File: src/mtxinv_pkg.sv
// ----------------------------------------------------------------------------
// mtxinv_pkg: shared types, constants and microprogram for the 4x4 inverse
// Holds the widths of the exact cofactor arithmetic, the controller/datapath
// command types and the cofactor/determinant microprogram table.
// ----------------------------------------------------------------------------
package mtxinv_pkg;

   // element and register formats
   localparam int ELEM_W            = 32;
   localparam int THR_W             = 31;
   localparam int ELEMS             = 16;
   localparam int ADDR_W            = 4;
   localparam int FRAC_BITS_DEFAULT = 16;
   localparam logic [THR_W-1:0] THR_RESET = 31'd1;

   // exact arithmetic widths
   localparam int LIMB_W  = 32;                 // multiplier slice of the wide operand
   localparam int X_W     = 4 * LIMB_W;         // wide operand register
   localparam int PROD_W  = LIMB_W + 1 + ELEM_W; // signed 33x32 product
   localparam int MINOR_W = 2 * ELEM_W + 1;     // 2x2 minor
   localparam int COF_W   = MINOR_W + ELEM_W;   // 3x3 cofactor (3 terms)
   localparam int ACC_W   = COF_W + ELEM_W + 1; // determinant (4 terms)
   localparam int Q_W     = 32;                 // quotient bits
   localparam int DIV_W   = ACC_W + Q_W;        // divider datapath
   localparam int NREG    = 16;                 // minor / cofactor slots
   localparam int PC_W    = 9;

   localparam logic [Q_W-1:0] SAT_MAX = 32'h7FFF_FFFF;
   localparam logic [Q_W-1:0] SAT_MIN = 32'h8000_0000;

   // microprogram instruction kinds
   typedef enum logic [3:0] {
      PK_NOP,
      PK_CLR,
      PK_LDXE,
      PK_LDXM,
      PK_LDXC,
      PK_MAC,
      PK_STM,
      PK_STC,
      PK_STD,
      PK_END
   } prog_kind_type;

   typedef struct packed {
      prog_kind_type     kind;
      logic [ADDR_W-1:0] addr;       // element address
      logic [3:0]        idx;        // minor / cofactor slot
      logic              sub;        // subtract product from accumulator
      logic [1:0]        last_limb;  // index of the signed top limb
   } prog_op_type;

   // datapath commands
   typedef enum logic [4:0] {
      DP_NONE,
      DP_CLR,
      DP_LDXE,
      DP_LDXM,
      DP_LDXC,
      DP_MUL,
      DP_ACC,
      DP_STM,
      DP_STC,
      DP_STD,
      DP_MAG,
      DP_TEST,
      DP_DIV_INIT,
      DP_DIV_CHK,
      DP_DIV_STEP,
      DP_OUT_DIV,
      DP_OUT_ECHO
   } dp_op_type;

   typedef struct packed {
      dp_op_type         op;
      logic              ram_we;
      logic [ADDR_W-1:0] ram_waddr;
      logic              ram_re;
      logic [ADDR_W-1:0] ram_raddr;
      logic [3:0]        idx;
      logic              sub;
      logic [1:0]        limb;
      logic              top;
      logic              last;
   } dp_cmd_type;

   typedef struct packed {
      logic singular;
   } dp_status_type;

   // column pairs of a 2x2 minor: 01 02 03 12 13 23
   function automatic logic [1:0] pair_lo(input logic [2:0] p);
      case (p)
         3'd0, 3'd1, 3'd2: pair_lo = 2'd0;
         3'd3, 3'd4:       pair_lo = 2'd1;
         default:          pair_lo = 2'd2;
      endcase
   endfunction

   function automatic logic [1:0] pair_hi(input logic [2:0] p);
      case (p)
         3'd0:       pair_hi = 2'd1;
         3'd1, 3'd3: pair_hi = 2'd2;
         default:    pair_hi = 2'd3;
      endcase
   endfunction

   function automatic logic [2:0] pair_idx(input logic [1:0] a, input logic [1:0] b);
      case ({a, b})
         4'b0001: pair_idx = 3'd0;
         4'b0010: pair_idx = 3'd1;
         4'b0011: pair_idx = 3'd2;
         4'b0110: pair_idx = 3'd3;
         4'b0111: pair_idx = 3'd4;
         default: pair_idx = 3'd5;
      endcase
   endfunction

   // Microprogram. pc[8:7]=00: 2x2 minors (8 slots each),
   // 01: cofactors (8 slots each), 1x: determinant then end.
   function automatic prog_op_type prog_op(input logic [PC_W-1:0] pc);
      logic [3:0]  m;
      logic [2:0]  slot;
      logic [1:0]  r0, r1, c0, c1, i, j, row, k1, k2, k3;
      logic        s, cneg;
      prog_op_type op;
      m    = pc[6:3];
      slot = pc[2:0];
      op   = '{kind: PK_NOP, addr: '0, idx: '0, sub: 1'b0, last_limb: 2'd0};
      s    = m[3];
      r0   = s ? 2'd0 : 2'd2;
      r1   = s ? 2'd1 : 2'd3;
      c0   = pair_lo(m[2:0]);
      c1   = pair_hi(m[2:0]);
      i    = m[3:2];
      j    = m[1:0];
      row  = i ^ 2'd1;
      cneg = i[0] ^ j[0];
      k1   = (j == 2'd0) ? 2'd1 : 2'd0;
      k2   = (j <= 2'd1) ? 2'd2 : 2'd1;
      k3   = (j == 2'd3) ? 2'd2 : 2'd3;
      if (!pc[8]) begin
         if (!pc[7]) begin
            // minor {s,p} = e(r0,c0)e(r1,c1) - e(r0,c1)e(r1,c0)
            if (m[2:0] <= 3'd5) begin
               case (slot)
                  3'd0: op.kind = PK_CLR;
                  3'd1: begin
                     op.kind = PK_LDXE;
                     op.addr = {r0, c0};
                  end
                  3'd2: begin
                     op.kind = PK_MAC;
                     op.addr = {r1, c1};
                  end
                  3'd3: begin
                     op.kind = PK_LDXE;
                     op.addr = {r0, c1};
                  end
                  3'd4: begin
                     op.kind = PK_MAC;
                     op.addr = {r1, c0};
                     op.sub  = 1'b1;
                  end
                  3'd5: begin
                     op.kind = PK_STM;
                     op.idx  = m;
                  end
                  default: op.kind = PK_NOP;
               endcase
            end
         end else begin
            // cofactor (i,j): three element x minor terms, signs + - +, all negated when i+j is odd
            case (slot)
               3'd0: op.kind = PK_CLR;
               3'd1: begin
                  op.kind = PK_LDXM;
                  op.idx  = {s, pair_idx(k2, k3)};
               end
               3'd2: begin
                  op.kind      = PK_MAC;
                  op.addr      = {row, k1};
                  op.sub       = cneg;
                  op.last_limb = 2'd2;
               end
               3'd3: begin
                  op.kind = PK_LDXM;
                  op.idx  = {s, pair_idx(k1, k3)};
               end
               3'd4: begin
                  op.kind      = PK_MAC;
                  op.addr      = {row, k2};
                  op.sub       = ~cneg;
                  op.last_limb = 2'd2;
               end
               3'd5: begin
                  op.kind = PK_LDXM;
                  op.idx  = {s, pair_idx(k1, k2)};
               end
               3'd6: begin
                  op.kind      = PK_MAC;
                  op.addr      = {row, k3};
                  op.sub       = cneg;
                  op.last_limb = 2'd2;
               end
               default: begin
                  op.kind = PK_STC;
                  op.idx  = m;
               end
            endcase
         end
      end else if (pc[7:4] == 4'd0) begin
         // determinant along row 0
         case (pc[3:0])
            4'd0: op.kind = PK_CLR;
            4'd1, 4'd3, 4'd5, 4'd7: begin
               op.kind = PK_LDXC;
               op.idx  = {2'd0, pc[2:1]};
            end
            4'd2, 4'd4, 4'd6, 4'd8: begin
               op.kind      = PK_MAC;
               op.addr      = {2'd0, pc[2:1] - 2'd1};
               op.last_limb = 2'd3;
            end
            4'd9:    op.kind = PK_STD;
            default: op.kind = PK_END;
         endcase
      end else begin
         op.kind = PK_END;
      end
      prog_op = op;
   endfunction

endpackage

File: src/mtxinv_ctrl.sv
// ----------------------------------------------------------------------------
// mtxinv_ctrl: controller of the 4x4 inverse
// Loads elements, steps the cofactor microprogram, then sequences the
// singular test, the per-result divisions or echoes, and the output handshake.
// ----------------------------------------------------------------------------
module mtxinv_ctrl (
   input  logic                      clock,
   input  logic                      reset,
   input  logic                      req_valid,
   output logic                      req_ready,
   output logic                      rsp_valid,
   input  logic                      rsp_ready,
   output mtxinv_pkg::dp_cmd_type    cmd,
   input  mtxinv_pkg::dp_status_type status
);

   typedef enum logic [3:0] {
      S_LOAD,
      S_FETCH,
      S_EXEC,
      S_MUL,
      S_ACC,
      S_MAG,
      S_TEST,
      S_NEXT,
      S_ECHO,
      S_DINIT,
      S_DCHK,
      S_DSTEP,
      S_DFMT,
      S_OUT
   } ctl_state_type;

   ctl_state_type                      state_ff;
   logic [mtxinv_pkg::ADDR_W-1:0]      cnt_ff;
   logic [mtxinv_pkg::PC_W-1:0]        pc_ff;
   mtxinv_pkg::prog_op_type            op_ff;
   logic [1:0]                         limb_ff;
   logic [4:0]                         step_ff;
   logic [mtxinv_pkg::ADDR_W-1:0]      k_ff;
   logic                               ready_ff;
   logic                               valid_ff;
   mtxinv_pkg::prog_op_type            fetch_op;

   assign fetch_op = mtxinv_pkg::prog_op(pc_ff);

   // datapath commands per state
   always_comb begin
      cmd           = '0;
      cmd.op        = mtxinv_pkg::DP_NONE;
      cmd.ram_waddr = cnt_ff;
      cmd.idx       = op_ff.idx;
      cmd.sub       = op_ff.sub;
      cmd.limb      = limb_ff;
      cmd.top       = (limb_ff == op_ff.last_limb);
      cmd.last      = &k_ff;
      case (state_ff)
         S_LOAD:  cmd.ram_we = req_valid & ready_ff;
         S_FETCH: begin
            cmd.ram_re    = 1'b1;
            cmd.ram_raddr = fetch_op.addr;
         end
         S_EXEC: begin
            case (op_ff.kind)
               mtxinv_pkg::PK_CLR:  cmd.op = mtxinv_pkg::DP_CLR;
               mtxinv_pkg::PK_LDXE: cmd.op = mtxinv_pkg::DP_LDXE;
               mtxinv_pkg::PK_LDXM: cmd.op = mtxinv_pkg::DP_LDXM;
               mtxinv_pkg::PK_LDXC: cmd.op = mtxinv_pkg::DP_LDXC;
               mtxinv_pkg::PK_STM:  cmd.op = mtxinv_pkg::DP_STM;
               mtxinv_pkg::PK_STC:  cmd.op = mtxinv_pkg::DP_STC;
               mtxinv_pkg::PK_STD:  cmd.op = mtxinv_pkg::DP_STD;
               default:             cmd.op = mtxinv_pkg::DP_NONE;
            endcase
         end
         S_MUL:  cmd.op = mtxinv_pkg::DP_MUL;
         S_ACC:  cmd.op = mtxinv_pkg::DP_ACC;
         S_MAG:  cmd.op = mtxinv_pkg::DP_MAG;
         S_TEST: cmd.op = mtxinv_pkg::DP_TEST;
         S_NEXT: begin
            cmd.ram_re    = 1'b1;
            cmd.ram_raddr = k_ff;
         end
         S_ECHO: cmd.op = mtxinv_pkg::DP_OUT_ECHO;
         S_DINIT: begin
            // result (r,c) is cofactor (c,r)
            cmd.op  = mtxinv_pkg::DP_DIV_INIT;
            cmd.idx = {k_ff[1:0], k_ff[3:2]};
         end
         S_DCHK:  cmd.op = mtxinv_pkg::DP_DIV_CHK;
         S_DSTEP: cmd.op = mtxinv_pkg::DP_DIV_STEP;
         S_DFMT:  cmd.op = mtxinv_pkg::DP_OUT_DIV;
         default: cmd.op = mtxinv_pkg::DP_NONE;
      endcase
   end

   // state and registered handshake outputs
   always_ff @(posedge clock) begin
      if (reset) begin
         state_ff <= S_LOAD;
         cnt_ff   <= '0;
         pc_ff    <= '0;
         op_ff    <= '0;
         limb_ff  <= '0;
         step_ff  <= '0;
         k_ff     <= '0;
         ready_ff <= 1'b1;
         valid_ff <= 1'b0;
      end else begin
         case (state_ff)
            S_LOAD: begin
               if (req_valid && ready_ff) begin
                  cnt_ff <= cnt_ff + 1'b1;
                  if (&cnt_ff) begin
                     ready_ff <= 1'b0;
                     pc_ff    <= '0;
                     state_ff <= S_FETCH;
                  end
               end
            end
            S_FETCH: begin
               op_ff    <= fetch_op;
               state_ff <= S_EXEC;
            end
            S_EXEC: begin
               case (op_ff.kind)
                  mtxinv_pkg::PK_MAC: begin
                     limb_ff  <= '0;
                     state_ff <= S_MUL;
                  end
                  mtxinv_pkg::PK_END: state_ff <= S_MAG;
                  default: begin
                     pc_ff    <= pc_ff + 1'b1;
                     state_ff <= S_FETCH;
                  end
               endcase
            end
            S_MUL: state_ff <= S_ACC;
            S_ACC: begin
               if (limb_ff == op_ff.last_limb) begin
                  pc_ff    <= pc_ff + 1'b1;
                  state_ff <= S_FETCH;
               end else begin
                  limb_ff  <= limb_ff + 1'b1;
                  state_ff <= S_MUL;
               end
            end
            S_MAG: state_ff <= S_TEST;
            S_TEST: begin
               k_ff     <= '0;
               state_ff <= S_NEXT;
            end
            S_NEXT: state_ff <= status.singular ? S_ECHO : S_DINIT;
            S_ECHO: begin
               valid_ff <= 1'b1;
               state_ff <= S_OUT;
            end
            S_DINIT: state_ff <= S_DCHK;
            S_DCHK: begin
               step_ff  <= '0;
               state_ff <= S_DSTEP;
            end
            S_DSTEP: begin
               step_ff <= step_ff + 1'b1;
               if (&step_ff) begin
                  state_ff <= S_DFMT;
               end
            end
            S_DFMT: begin
               valid_ff <= 1'b1;
               state_ff <= S_OUT;
            end
            S_OUT: begin
               if (rsp_ready) begin
                  valid_ff <= 1'b0;
                  if (&k_ff) begin
                     ready_ff <= 1'b1;
                     state_ff <= S_LOAD;
                  end else begin
                     k_ff     <= k_ff + 1'b1;
                     state_ff <= S_NEXT;
                  end
               end
            end
            default: state_ff <= S_LOAD;
         endcase
      end
   end

   assign req_ready = ready_ff;
   assign rsp_valid = valid_ff;

endmodule

File: config.mk
export PLATFORM = sky130hd
export DESIGN_NAME = mtxinv_ctrl
export DESIGN_NICKNAME = d
export VERILOG_FILES = /design/src/mtxinv_pkg.sv /design/src/mtxinv_ctrl.sv
export SDC_FILE = /design/constraint.sdc
export NUM_CORES = 1
export LEC_CHECK = 0
export ABC_AREA = 1
export BUFFER_PORTS_ARGS = -buffer_cell sky130_fd_sc_hd__buf_2
export CAP_MARGIN = 40
export CELL_PAD_IN_SITES_DETAIL_PLACEMENT = 0
export CELL_PAD_IN_SITES_GLOBAL_PLACEMENT = 1
export CORE_MARGIN = 1
export CORE_UTILIZATION = 45
export CTS_CLUSTER_SIZE = 25
export DETAILED_ROUTE_END_ITERATION = 12
export GPL_ROUTABILITY_DRIVEN = 0
export GPL_TIMING_DRIVEN = 1
export PLACE_DENSITY_LB_ADDON = 0.1
export SLEW_MARGIN = 20
export SYNTH_ARGS = -nofsm -noshare
export SYNTH_HDL_FRONTEND = slang
export SYNTH_SLANG_ARGS = --single-unit
File: constraint.sdc
create_clock -name clock -period 4.7 [get_ports clock]
set_input_delay 1.175 -clock clock [delete_from_list [all_inputs] [get_ports clock]]
set_output_delay 1.175 -clock clock [all_outputs]
set_load 0.01 [all_outputs]
== Yosys cells after proc, flatten, opt, wreduce, memory -nomap -nowiden ==
Index checks and enable logic that the tools add are counted.

* Add/sub/neg operators: 6
* Magnitude comparators: 2
* Eq/ne operators: 68
* Muxes and demuxes: 64
* Bitwise logic cells: 4
* Reduce and logical (&&, ||, !) cells: 36

{| class="wikitable"
|+ Operator list
! kind !! count
|-
| == test 4 x 3 -> 1 bit, second input constant || 14
|-
| case mux 4 bit (13 select lines) || 1
|-
| case mux 5 bit (10 select lines) || 1
|-
| case mux 4 bit (4 select lines) || 3
|-
| case mux 3 bit (5 select lines) || 3
|-
| == test 4 bit, second input constant || 10
|-
| 2-to-1 mux 4 bit || 9
|-
| 2-to-1 mux 9 bit || 4
|-
| == test 4 x 2 -> 1 bit, second input constant || 8
|-
| case mux 4 bit (7 select lines) || 1
|-
| case mux 9 bit (3 select lines) || 1
|-
| == test 3 x 2 -> 1 bit, second input constant || 8
|-
| == test 3 bit, second input constant || 8
|-
| 2-to-1 mux 12 bit || 2
|-
| 2-to-1 mux 2 bit || 12
|-
| != test 2 bit, second input constant || 10
|-
| case mux 5 bit (2 select lines) || 2
|-
| == test 4 x 1 -> 1 bit, second input constant || 4
|-
| AND reduction 5 bit || 3
|-
| OR reduction 2 bit || 7
|-
| 2-to-1 mux 13 bit || 1
|-
| == test 3 x 1 -> 1 bit, second input constant || 4
|-
| zero test 4 bit || 3
|-
| case mux 2 bit (2 select lines) || 3
|-
| 31 further kinds || 58
|}

* Bits in registers: 41
* Bits of input ports: 5
* Output and inout port bits: 26
* Word-level logic and storage cells: 192

== Logic depth before layout (Yosys ltp) ==
* Depth in word-level cells: 8
* Gate-level depth with buffers: 12
* Mapped depth without buffers: 11

== Worst setup path before layout ==
No wires, ideal clock.

* Path type: input to output
* Start point: in req_valid
* End point: out cmd[18] in the netlist's numbering
* Arrival: 1.527 ns
* Data required time: 3.525 ns
* Path slack: 1.998 ns
* Cell stages on the path: 2
* Buffers on the path: 0
* Path through: nand2_1 -> nor2_1

{| class="wikitable"
|+ RTL lines
! item !! line !! text
|-
| start: declaration || mtxinv_ctrl.sv:9 || <nowiki>input logic req_valid,</nowiki>
|-
| end: declaration || mtxinv_ctrl.sv:13 || <nowiki>output mtxinv_pkg::dp_cmd_type cmd,</nowiki>
|}

==> impl_metrics.json <==
{
  "cts-resized-gates": 0,
  "cts-root-buf": "clkbuf_8",
  "layout-drive-gt1-share_pct": 11.46,
  "synth_fa_ha_area_share_pct": 7.442,
  "hold_end": "cmd[4]",
  "drc": 0,
  "reg2regPathDepth": 10,
  "syn_area_um2": 3194,
  "min_period_ns": 3.290,
  "yosys.area_share.simple_pct": 41.09,
  "ys_warn_count": 0,
  "io_pins": 31,
  "cp-start-kind": "register",
  "cts_buffers": 5,
  "synth-compound-area-share_pct": 15.08,
  "start_util_pct": 46.76,
  "port_buffers": 30,
  "ant_nets": 0,
  "tightestPinTransition_ns": 0.6228,
  "finalClockSkew_ns": 0.006790,
  "min_path_type": "register to register",
  "post_dp_cell_area_um2": 3423,
  "vias": 3442,
  "end_kind": "output pin",
  "critPathKind": "register to output pin",
  "vias_per_cell": 5.192,
  "grt_max_degree": 31,
  "synth_enable_flop_cells": 0,
  "avgSynthCellArea_um2": 5.937,
  "drv_cap": 0,
  "htree_num_levels": 2,
  "cts_setup_buffers": 0,
  "fp.dieW_um": 86.25,
  "rsz0062_at_grt": "false",
  "synthArstFlopShare_pct": 0,
  "whs_path_depth": 2,
  "firstDrtPassIters": 5,
  "synthXorXnorAreaFrac_pct": 0.8226,
  "slew_violations": 0,
  "finalWirelength_um": 9052,
  "insertedDiodeCount": 0,
  "grt-ovfl-total": 0,
  "r2r_end": "op_ff[3]",
  "synth_top_family_by_area": "simple AND/OR/NAND/NOR gates",
  "r2r_start": "pc_ff[4]",
  "layout_commonest_cell": "nand2_1",
  "antenna_found_initial": 0,
  "cts-hold-fix-buffers": 0,
  "status": "finished clean",
  "design_area_um2": 3536,
  "clk_pin_slew_ns": 0.09,
  "pwr_density_cell_nw_per_um2": 188.4,
  "setup_tns_ns": 0,
  "grt_pass1_wl_um": 14860,
  "synth_top_area_share_pct": 25.70,
  "clkSinkCount": 41,
  "critical_path_arrival_ns": 2.12,
  "drtIter0Drc": 378,
  "synthDistinctLibCells": 35,
  "min_from": "cmd[4]",
  "final_cell_mix": "nand2_1, nor2_1, inv_1",
  "syn-instance-count": 538,
  "yosys-top-cells-area": "dfxtp_1, nand2_1, nor2_1",
  "synth.area.mux_share_pct": 0.3525,
  "ys_seq_elements": 41,
  "clk_latency_ns": 0.30,
  "globalRouteTotalUtil_pct": 25.41,
  "synth_top_cell_by_area": "dfxtp_1",
  "dp_hpwl_um": 7007,
  "wl_per_cell_um": 13.65,
  "rows": 30,
  "fmax_ghz": 0.3039,
  "final_nets": 590,
  "hold_ws_ns": 0.4638,
  "core_area_um2": 6832,
  "min_period_over_period_pct": 70.01,
  "crit_fanout": 9,
  "area_delta_synth_final_pct": 10.69,
  "syn_nets": 562,
  "rrSetupSlack_ns": 2.72,
  "cts_buffer_depth": 2,
  "yosysSeqAreaShare_pct": 25.70,
  "ys.flop_type": "dfxtp_1",
  "hold_viol": 0,
  "vdd_ir_drop_max_uv": 119.4,
  "final_util_pct": 51.76,
  "setup-violations-final": 0,
  "die-area_um2": 7439,
  "cts_tree": "yes",
  "required_ns": 3.52,
  "first_global_vias": 2980,
  "die_h_um": 86.25,
  "relSlewSlack_pct": 58.48,
  "leakage_nw": 1.666
}
sequential cells by signal (all words and copies together) (netlist names), 2 cells and up:
register  count
limb_ff       2
state_ff      4
cnt_ff        4
step_ff       5
k_ff          4
pc_ff         9
op_ff        10
power breakdown:
part | internal [mW] | switching (mW) | total [mW] | leakage, nW
registers | 0.349 | 0.00149 | 0.350 | 0.331
logic | 0.00538 | 0.0131 | 0.0184 | 1.28
clock network | 0.159 | 0.138 | 0.297 | 0.0585
cell families after synthesis:
kind of cell,count (synthesis)
simple gates,304
compound gates,91
buf+inv,79
flops,41
fa+ha+maj,19
xor+xnor,3
mux,1
worst max path at each step:
| stage | start | end | cells after the start |
|---|---|---|---|
| finish | pc_ff[4] | cmd[10] | 11 |
| global route | pc_ff[4] | cmd[10] | 11 |
| CTS | pc_ff[4] | cmd[10] | 11 |
| detailed placement | pc_ff[4] | cmd[10] | 11 |
| global placement | req_valid | cmd[18] | 4 |
| floorplan | req_valid | cmd[18] | 2 |
per-stage QoR:
step | cells | worst slack, ns | total power [mW]
after floorplan | 538 | 1.998 | 0.3696
after global placement | 655 | 1.814 | 0.3770
after detailed placement | 655 | 1.740 | 0.3772
after CTS | 663 | 1.396 | 0.6749
after global routing | 663 | 1.171 | 0.6913
final | 663 | 1.410 | 0.6661
critical path, cell delays in order (launching register included):
cell and delay (ns):
dfxtp_1 0.51, inv_1 0.21, ha_1 0.24, inv_1 0.09, nand3_1 0.20, inv_1 0.13
a21oi_1 0.06, nand2_1 0.07, nand2_1 0.05, nand2_1 0.06, nand2_1 0.06, buf_2 0.13
cell type report:
cell class,instances,area (um^2)
multi-input cells,418,2069
clock buffers,5,68.82
flip-flops and latches,41,820.8
inverters,70,262.8
fillers,765,3296
clock inverters,3,43.79
well taps,96,120.1
repair buffers,30,150.1
per-layer routing:
layer	up-vias	share of wire [%]	global-route usage, %
met3	11	5.9	4.095
met5	-	0	0
li1	1789	-	-
met4	0	0.96	4.697
met2	110	42	37.52
met1	1532	51	38.87
synthesized netlist by cell type, types with 5 or more instances:
library cell  instances
o21ai_0              37
nor2_1               65
ha_1                 19
nand2_1             166
inv_1                63
clkbuf_1              5
nand4_1               9
nand2_2               5
nor2_2                7
inv_2                 7
a21oi_1              41
nand3_1              35
dfxtp_1              41
nor3_1                6
(Power assumes the default switching activity.)
